===== src/rtl/assert_macros.svh =====
// ----------------------------------------------------------------------------
// Assertion macros
// Clocked implication checks, disabled while rst_n is low.
// ----------------------------------------------------------------------------
`ifndef ASSERT_MACROS_SVH
`define ASSERT_MACROS_SVH

// same-cycle implication
`define ASSERT_IMPLIES(label, ante, cons) \
    label: assert property (@(posedge clk) disable iff (!rst_n) (ante) |-> (cons)) \
        else $error("assertion failed");

// next-cycle implication
`define ASSERT_NEXT(label, ante, cons) \
    label: assert property (@(posedge clk) disable iff (!rst_n) (ante) |=> (cons)) \
        else $error("assertion failed");

`endif


===== src/rtl/sfa_pkg.sv =====
// ----------------------------------------------------------------------------
// sfa_pkg
// Shared constants, types and tables of the spectrum frame averager.
// ----------------------------------------------------------------------------
`default_nettype none

package sfa_pkg;

    localparam int BINS_PER_HALF = 400;
    localparam int MAX_FRAMES    = 4;
    localparam int FRAME_BINS    = 2 * BINS_PER_HALF;
    localparam int RING          = (MAX_FRAMES > 1) ? MAX_FRAMES - 1 : 1;

    localparam int SAMPLE_W = 16;
    localparam int VAL_W    = 13;
    localparam int BIN_W    = $clog2(BINS_PER_HALF);
    localparam int ADDR_W   = $clog2(FRAME_BINS);
    localparam int SLOT_W   = (RING > 1) ? $clog2(RING) : 1;
    localparam int NW       = $clog2(MAX_FRAMES + 1);
    localparam int SUM_W    = $clog2(MAX_FRAMES * 4999 + 1);
    localparam int CUT_W    = 6;

    localparam logic [VAL_W-1:0] PEAK = VAL_W'(4999);

    localparam int NOTCH_FIRST = 265;
    localparam int NOTCH_A     = 266;
    localparam int NOTCH_B     = 267;
    localparam int NOTCH_HOLD  = 268;
    localparam int NOTCH_LAST  = 269;

    localparam int CFG_IDX_W  = 2;
    localparam int CFG_DATA_W = 3;
    localparam logic [CFG_IDX_W-1:0] CFG_SMOOTHING  = 2'd0;
    localparam logic [CFG_IDX_W-1:0] CFG_MODE       = 2'd1;
    localparam logic [CFG_IDX_W-1:0] CFG_BAND_PASS  = 2'd2;
    localparam logic [CFG_IDX_W-1:0] CFG_MONITOR_TX = 2'd3;

    localparam logic [2:0] MODE_CW  = 3'd0;
    localparam logic [2:0] MODE_USB = 3'd1;
    localparam logic [2:0] MODE_LSB = 3'd2;
    localparam logic [2:0] MODE_AM  = 3'd3;

    localparam logic [CUT_W-1:0] CUT_TABLE [4] = '{6'd40, 6'd50, 6'd60, 6'd62};
    localparam logic [CUT_W-1:0] CUT_CW = 6'd2;

    // ceil(2^20 / n) for n = 1..8, exact truncating division for sums below 2^16
    localparam int RECIP_SHIFT = 20;
    localparam int RECIP_W     = 21;
    localparam logic [RECIP_W-1:0] RECIP [8] = '{
        21'd1048576, 21'd524288, 21'd349526, 21'd262144,
        21'd209716,  21'd174763, 21'd149797, 21'd131072
    };

    localparam int MAX_RESULTS = 4;
    localparam int RES_CNT_W   = $clog2(MAX_RESULTS + 1);
    localparam int RES_IDX_W   = $clog2(MAX_RESULTS);

    typedef logic [RING-1:0][VAL_W-1:0] hist_word_t;

    typedef struct packed {
        logic              rd_en;
        logic [ADDR_W-1:0] rd_addr;
        logic              wr_en;
        logic [ADDR_W-1:0] wr_addr;
        hist_word_t        wr_data;
    } hist_req_t;

    typedef struct packed {
        logic [VAL_W-1:0] value;
        logic [BIN_W-1:0] bin;
        logic             half;
        logic             last;
    } res_t;

    typedef struct packed {
        logic [RES_CNT_W-1:0]         count;
        res_t [MAX_RESULTS-1:0]       entries;
    } res_batch_t;

endpackage

`default_nettype wire


===== src/rtl/sfa_if.sv =====
// ----------------------------------------------------------------------------
// sfa interfaces
// Valid/ready channels for bins, results and configuration writes.
// ----------------------------------------------------------------------------
`default_nettype none


interface sfa_out_if;
    import sfa_pkg::*;
    logic             valid;
    logic             ready;
    logic [VAL_W-1:0] value;
    logic [BIN_W-1:0] bin;
    logic             half;
    logic             last;
    modport source (output valid, output value, output bin, output half, output last,
                    input ready);
    modport sink   (input valid, input value, input bin, input half, input last,
                    output ready);
endinterface


`default_nettype wire


===== src/rtl/sfa_result_buf.sv =====
// ----------------------------------------------------------------------------
// sfa_result_buf
// Holds the results of one bin (up to four) and sends them in order.
// ----------------------------------------------------------------------------
`default_nettype none

module sfa_result_buf (
    input  wire logic                clk,
    input  wire logic                rst_n,
    input  wire logic                load,
    input  wire sfa_pkg::res_batch_t batch,
    output logic                     can_load,
    sfa_out_if.source                results
);
    import sfa_pkg::*;

    res_t [MAX_RESULTS-1:0] entries_reg;
    logic [RES_CNT_W-1:0]   rem_reg;
    logic [RES_IDX_W-1:0]   idx_reg;
    logic                   xfer;
    res_t                   cur;

    assign xfer     = results.valid && results.ready;
    assign can_load = (rem_reg == '0) || ((rem_reg == RES_CNT_W'(1)) && xfer);
    assign cur      = entries_reg[idx_reg];

    always_ff @(posedge clk or negedge rst_n)
    begin
        if (!rst_n)
        begin
            rem_reg <= '0;
            idx_reg <= '0;
        end
        else if (load)
        begin
            rem_reg <= batch.count;
            idx_reg <= '0;
        end
        else if (xfer)
        begin
            rem_reg <= rem_reg - 1'b1;
            idx_reg <= idx_reg + 1'b1;
        end
    end

    always_ff @(posedge clk)
    begin
        if (load)
        begin
            entries_reg <= batch.entries;
        end
    end

    assign results.valid = (rem_reg != '0);
    assign results.value = cur.value;
    assign results.bin   = cur.bin;
    assign results.half  = cur.half;
    assign results.last  = cur.last;

endmodule

`default_nettype wire


===== src/flat_wrapper.sv =====
// flat-port wrapper written by rule: the top's interface ports become plain ports
module sfa_result_buf_flat import sfa_pkg::*;
  (clk, rst_n, load, batch, can_load, results_valid, results_value, results_bin, results_half, results_last, results_ready);
  sfa_out_if results_i ();
  input  wire logic clk;
  input  wire logic rst_n;
  input  wire logic load;
  input  wire sfa_pkg::res_batch_t batch;
  output logic can_load;
  output wire logic [$bits(results_i.valid)-1:0] results_valid;
  output wire logic [$bits(results_i.value)-1:0] results_value;
  output wire logic [$bits(results_i.bin)-1:0] results_bin;
  output wire logic [$bits(results_i.half)-1:0] results_half;
  output wire logic [$bits(results_i.last)-1:0] results_last;
  input wire logic [$bits(results_i.ready)-1:0] results_ready;
  assign results_valid = results_i.valid;
  assign results_value = results_i.value;
  assign results_bin = results_i.bin;
  assign results_half = results_i.half;
  assign results_last = results_i.last;
  assign results_i.ready = results_ready;
  sfa_result_buf u_core (.clk(clk), .rst_n(rst_n), .load(load), .batch(batch), .can_load(can_load), .results(results_i));
endmodule

===== config.mk =====
export PLATFORM = sky130hd
export DESIGN_NAME = sfa_result_buf_flat
export DESIGN_NICKNAME = d
export VERILOG_FILES = /design/src/rtl/assert_macros.svh /design/src/rtl/sfa_pkg.sv /design/src/rtl/sfa_if.sv /design/src/rtl/sfa_result_buf.sv /design/src/flat_wrapper.sv
export SDC_FILE = /design/constraint.sdc
export NUM_CORES = 1
export LEC_CHECK = 0
export ABC_AREA = 1
export BUFFER_PORTS_ARGS = -buffer_cell sky130_fd_sc_hd__buf_4
export CORE_MARGIN = 2
export CORE_UTILIZATION = 50
export DETAILED_ROUTE_END_ITERATION = 8
export GPL_TIMING_DRIVEN = 0
export PLACE_DENSITY = 0.8
export RECOVER_POWER = 25
export SLEW_MARGIN = 20
export SYNTH_ARGS = -nofsm -noshare
export SYNTH_HDL_FRONTEND = slang
export SYNTH_SLANG_ARGS = --single-unit

===== constraint.sdc =====
create_clock -name clk -period 2.5 [get_ports clk]
set_clock_uncertainty 0.15 [all_clocks]
set_input_delay 0.375 -clock clk [delete_from_list [all_inputs] [get_ports clk]]
set_output_delay 0.375 -clock clk [all_outputs]
set_load 0.05 [all_outputs]

==> metrics.cfg, run 1 <==
[hold_path]
min_path_cells = 1
hold_path.class = input port to flop
hold_path_end = u_core.entries_reg[36]
hold_start = batch[36]

[setup_path]
cp_max_fo = 10
cp-end-kind = output port
crit_path_max_incr_delay_ns = 0.42
worstPathCellList = inv_2 -> clkbuf_1 -> o211ai_1 -> nand2_1 -> buf_4
crit_required_ns = 1.98
cp.arrival_ns = 1.76
path_class = flop to output port
cp_slowest_cell = dfrtp_1
crit_path_start_kind = flop
r2r_cells = 7
r2r_start = u_core.rem_reg[0]
r2r_slack_ns = 1.08
worstReg2RegEnd = u_core.rem_reg[1]

[synthesis]
syn_nets = 435
muxShareOfSynthArea_pct = 0
synth_cell_types = 17
synth_compound_area_share_pct = 11.1
ys_seq_area_share_pct = 71.2
synth_area_um2 = 4220
synthAdderAreaFrac_pct = 0.889
yosys.area_share.simple_pct = 9.36
synth_top_family_by_area = compound AO/OA/AOI/OAI gates
synth_xor_area_share_pct = 0
synth_seq_cells = 101
avgSynthCellArea_um2 = 12.8
yosysWarnings = 0
syn-instance-count = 329

[clock_tree]
cts_buffers = 9
ctsHtreeMaxLevel = 3
hold_buffers = 1
post_cts_buffers = 0
clock_latency_ns = 0.35
clock-sinks = 101
ctsLongestPathBuffers = 2
cts_tree = built
ctsResizeCount = 0
clockRootBuffer = clkbuf_8
clkSlewWorstSetupHoldPaths_ns = 0.09

[pwr]
p_leak_nw = 2.52
cellPowerDensity_nw_per_um2 = 765
peakVddDrop_v = 0.000482

[final_layout]
drive_above_1_share_pct = 37.3
areaGrowthSynthToFinish_pct = 30.7
seqCellArea_um2 = 3010
fillers = 630
largest_reg_flops = 96
multi_input_area_um2 = 903
fin_nets = 575
n_antenna_cell = 0

[floorplanning]
io_pins = 129
die_w_um = 95.9
dieHeight_um = 95.9
initial_utilization_pct = 51.4
core-area_um2 = 8220
floorplan.rows = 33
dieArea_um2 = 9200

[sta]
finalCritPeriodShare_pct = 91.4
max_freq_mhz = 438
hold_viol = 0
rsz0062_at_grt = false
setup_violations = 0
maxSlewViolCount = 0
fin_setup_tns_ns = 0
worst_slew_pin_slew_ns = 0.910
finalCriticalPeriod_ns = 2.29
slew_headroom_pct = 39.3
fin_ws_ns = 0.215

[routing]
via_count = 2825
antenna_left = 0
drtIter0Drc = 169
routedWlPerCell_um = 15.1
drc = 0
drtPass1Iterations = 4
via_per_inst = 4.88
drt-total-wl_um = 8760

[global_routing]
antenna_found_initial = 0
gr-usage-met1_pct = 25.6
grt_pass1_wl_um = 13400
top_usage_layer = met2
use_met3_pct = 3.84
grt_max_degree = 103
grt_pass1_vias = 2813
gr-usage-all-layers_pct = 19.8
grt-ovfl-total = 0
met2_usage_pct = 34.0

[placed_design]
dp_slack_ns = 0.372
finalWeightedCongestion = 0.814
io_buffers = 128
dpl.hpwl_um = 6180

[job]
maxCapViolCount = 0

[run_status]
status = complete, no violations

cells in the final DEF, fill, tap and decap left out, types with 3 or more instances in the layout:
| master | n |
|---|---|
| clkbuf_4 | 57 |
| dfrtp_1 | 5 |
| nand2_1 | 93 |
| edfxtp_1 | 96 |
| o211ai_2 | 19 |
| buf_2 | 9 |
| clkbuf_8 | 9 |
| inv_1 | 54 |
| buf_4 | 72 |
| o211ai_1 | 29 |
| nand3_1 | 8 |
| buf_6 | 4 |
| ha_1 | 3 |
layer usage:
layer  vias to the layer above  part of all wire (%)  wire length [µm]
li1                       1408                     -                 -
met1                      1320                    41              3630
met2                        93                    52              4570
met3                         4                   5.8               507
met4                         0                  0.55                48
met5                         -                     0                 0
kinds of logic after synthesis:
group | Yosys count
AND/OR/NAND/NOR | 102
flip-flops | 101
buffers and inverters | 72
AO/OA/AOI/OAI | 51
adder cells (fa/ha/maj) | 3
power breakdown:
part           total, mW  internal (mW)  leakage [nW]  switching [mW]
Clock               1.01          0.462        0.0903           0.544
Combinational       1.16          0.395          1.43           0.764
Sequential          2.06           2.01          1.00          0.0485
Yosys cell counts (all sizes together):
cell	number	area (µm²)
nand3	8	40.0
clkinv	1	3.75
dfrtp	5	125
buf	14	93.8
o21ai	2	10.0
nand2	93	349
ha	3	37.5
clkbuf	1	3.75
edfxtp	96	2880
inv	56	210
o211ai	48	455
a21oi	1	5.00
nand4	1	6.26
stage by stage:
stage          hold slack [ns]  instances  cell area [µm²]  total power, mW  utilization (%)
2_1_floorplan          -0.0706        329             4220             2.83                -
3_3_place_gp            0.0315        562             5320             3.24             64.7
3_5_place_dp            0.0333        562             5320             3.27             64.7
4_1_cts                 0.0255        579             5520             4.26             67.2
5_1_grt                 0.0300        579             5520             4.41             67.2
6_report                0.0470        579             5520             4.22             67.2
final cells by class:
type                    count  area share (%)
flip-flops and latches    101            54.5
repair buffers            129            17.7
multi-input cells         156            16.4
inverters                  57            3.88
well taps                 105            2.38
clock buffers              10            2.31
plain buffers              15            1.77
clock inverters             6            1.13
critical path, delay by kind of cell, from the launching register on:
family          cells  cell delay (ns)
buf+inv             3             0.74
flops               1             0.42
compound gates      1             0.15
simple gates        1             0.10
worst max-delay path by stage:
stage	startpoint	end	slack, ns	cells after the start
after floorplan	u_core.rem_reg[0]	can_load	0.54	4
after global placement	load	u_core.rem_reg[2]	0.08	6
after detailed placement	load	u_core.rem_reg[2]	0.37	6
after CTS	u_core.idx_reg[0]	results_bin[5]	0.16	5
after global routing	u_core.idx_reg[0]	results_bin[3]	0.07	5
final	u_core.idx_reg[0]	results_bin[5]	0.21	5
Power figures use the tool's default switching activity.
==> inputs of run 2 (changes only) <==
Settings changed: ABC_AREA 1 to unset, CORE_MARGIN 2 to 4, PLACE_DENSITY 0.8 to 0.81.
==> run 2 against run 1 <==
  * Critical path type unchanged
  * Clock power barely moved
  * Setup slack worse by 0.13 ns
  * Highest routed layer unchanged
  * Synthesized area down 9.6%
==> metrics.cfg, run 2 <==
[clock_tree]
hold_buffers = 1
clockRootBuffer = clkbuf_8
clock-sinks = 101
post_cts_buffers = 0
clkSlewWorstSetupHoldPaths_ns = 0.09
clock_latency_ns = 0.37
cts_buffers = 9
ctsHtreeMaxLevel = 3
cts_tree = built
ctsLongestPathBuffers = 2
ctsResizeCount = 0

[final_layout]
most-common-layout-cells = 96 x edfxtp_1, 70 x buf_4, 57 x clkbuf_4
areaGrowthSynthToFinish_pct = 42.8
mostFrequentLayoutCell = edfxtp_1
n_antenna_cell = 0
final_cell_count_no_fill = 440
drive_above_1_share_pct = 50.1
largest_reg_flops = 96
fin_nets = 442

[routing]
drc = 0
drtPass1Iterations = 6
via_count = 2248
routedWlPerCell_um = 19.6
via_per_inst = 5.11
drt-total-wl_um = 8640
antenna_left = 0
drtIter0Drc = 78

[synthesis]
ys_seq_area_share_pct = 78.8
async_flop_share_pct = 4.95
synth.most_common_cell = edfxtp_1
synth_seq_cells = 101
avgSynthCellArea_um2 = 23.4
yosys.area.top_type = edfxtp_1
synth_area_um2 = 3820
synth_cell_types = 24
yosys-top-cells-count = 96 x edfxtp_1, 19 x mux4_2, 5 x dfrtp_1, 5 x inv_1, 5 x mux4_1
syn-instance-count = 163
yosysWarnings = 0
synth_enable_flop_cells = 96
synth.top_cell.area_share_pct = 75.5
ys.flop_type = edfxtp_1
syn_nets = 269
synth_area_leaders = edfxtp_1 75%, mux4_2 11%, mux4_1 3.4%

[sta]
maxSlewViolCount = 0
setup_violations = 0
fin_ws_ns = 0.0885
slew_headroom_pct = 43.3
finalCriticalPeriod_ns = 2.41
hold_viol = 0
max_freq_mhz = 415
rsz0062_at_grt = false
fin_setup_tns_ns = 0
finalCritPeriodShare_pct = 96.5
worst_slew_pin_slew_ns = 0.851

[floorplanning]
die_w_um = 95.4
io_pins = 129
dieHeight_um = 95.4
core-area_um2 = 7330
floorplan.rows = 31
initial_utilization_pct = 52.1
dieArea_um2 = 9100

[setup_path]
critPathTopFamily = buffers and inverters
r2r_cells = 6
cp_num_cells = 4
path_buf_inv = 3
cp_max_fo = 10
worstPathCellList = buf_6 -> buf_6 -> mux4_2 -> buf_4
cp-end-kind = output port
crit_path_max_incr_delay_ns = 0.56
cp_slowest_cell = mux4_2
path_common_cell = buf_6
path_class = flop to output port
crit_required_ns = 1.98
crit_path_start_kind = flop
cp.arrival_ns = 1.89

[pwr]
cellPowerDensity_nw_per_um2 = 701
power.total_mw = 3.82
peakVddDrop_v = 0.000410
p_leak_nw = 2.13

[global_routing]
grt_max_degree = 98
antenna_found_initial = 0
gr-usage-all-layers_pct = 16.6
grt_pass1_vias = 2229
grt-ovfl-total = 0
grt_pass1_wl_um = 10800

[placed_design]
dpl.hpwl_um = 5200
dp.cells = 390
finalWeightedCongestion = 0.768
io_buffers = 128
dp_slack_ns = 0.229

[hold_path]
min_path_cells = 1
hold_path.class = input port to flop

[job]
maxCapViolCount = 0

[run_status]
status = complete, no violations

-- run 2: where the power goes --
part           leakage (nW)  switching, mW  internal (mW)  total [mW]
Sequential             1.00         0.0434           2.00        2.04
Combinational          1.03          0.417          0.336       0.752
Clock                0.0994          0.628          0.398        1.03
-- run 2: logic make-up (layout without fill, tap and decap cells) --
group | Yosys count | in the layout | share of synthesized area, %
AO/OA/AOI/OAI | 9 | 9 | 1.31
adder cells (fa/ha/maj) | 3 | 3 | 0.983
buffers and inverters | 12 | 190 | 2.10
flip-flops | 101 | 101 | 78.8
multiplexers | 26 | 26 | 15.2
AND/OR/NAND/NOR | 12 | 12 | 1.64
-- run 2: metrics by stage --
step | hold slack [ns] | utilization [%] | instance area (µm²)
6_report | 0.0343 | 74.4 | 5450
5_1_grt | 0.0207 | 74.4 | 5450
4_1_cts | 0.00471 | 69.8 | 5120
3_5_place_dp | 0.0303 | 66.9 | 4900
3_3_place_gp | 0.0307 | 66.9 | 4900
2_1_floorplan | -0.0706 | - | 3820
-- run 2: per-layer routing --
layer	up-vias	wire length, µm	global-route usage [%]
met5	-	0	0
met4	0	138	4.98
met3	13	694	7.66
met2	105	4830	29.0
met1	1109	2970	18.1
li1	1021	-	-
-- run 2: layout make-up --
cell class	count	area, µm²
multi-input cells	50	731
inverters	5	18.8
plain buffers	7	61.3
well taps	99	124
clock inverters	7	80.1
clock buffers	9	124
repair buffers	162	1310
fillers	427	1880
flip-flops and latches	101	3010
-- run 2: final timing paths --
kind                       slack [ns]               from                      to
setup / recovery                 0.09  u_core.idx_reg[0]            results_last
hold / removal                   0.03          batch[39]  u_core.entries_reg[39]
setup reg to reg                 0.69  u_core.rem_reg[0]       u_core.idx_reg[1]
hold reg to reg                  0.45  u_core.rem_reg[1]       u_core.rem_reg[1]
max in group asynchronous        1.89              rst_n       u_core.idx_reg[0]
min in group asynchronous        0.19              rst_n       u_core.rem_reg[1]
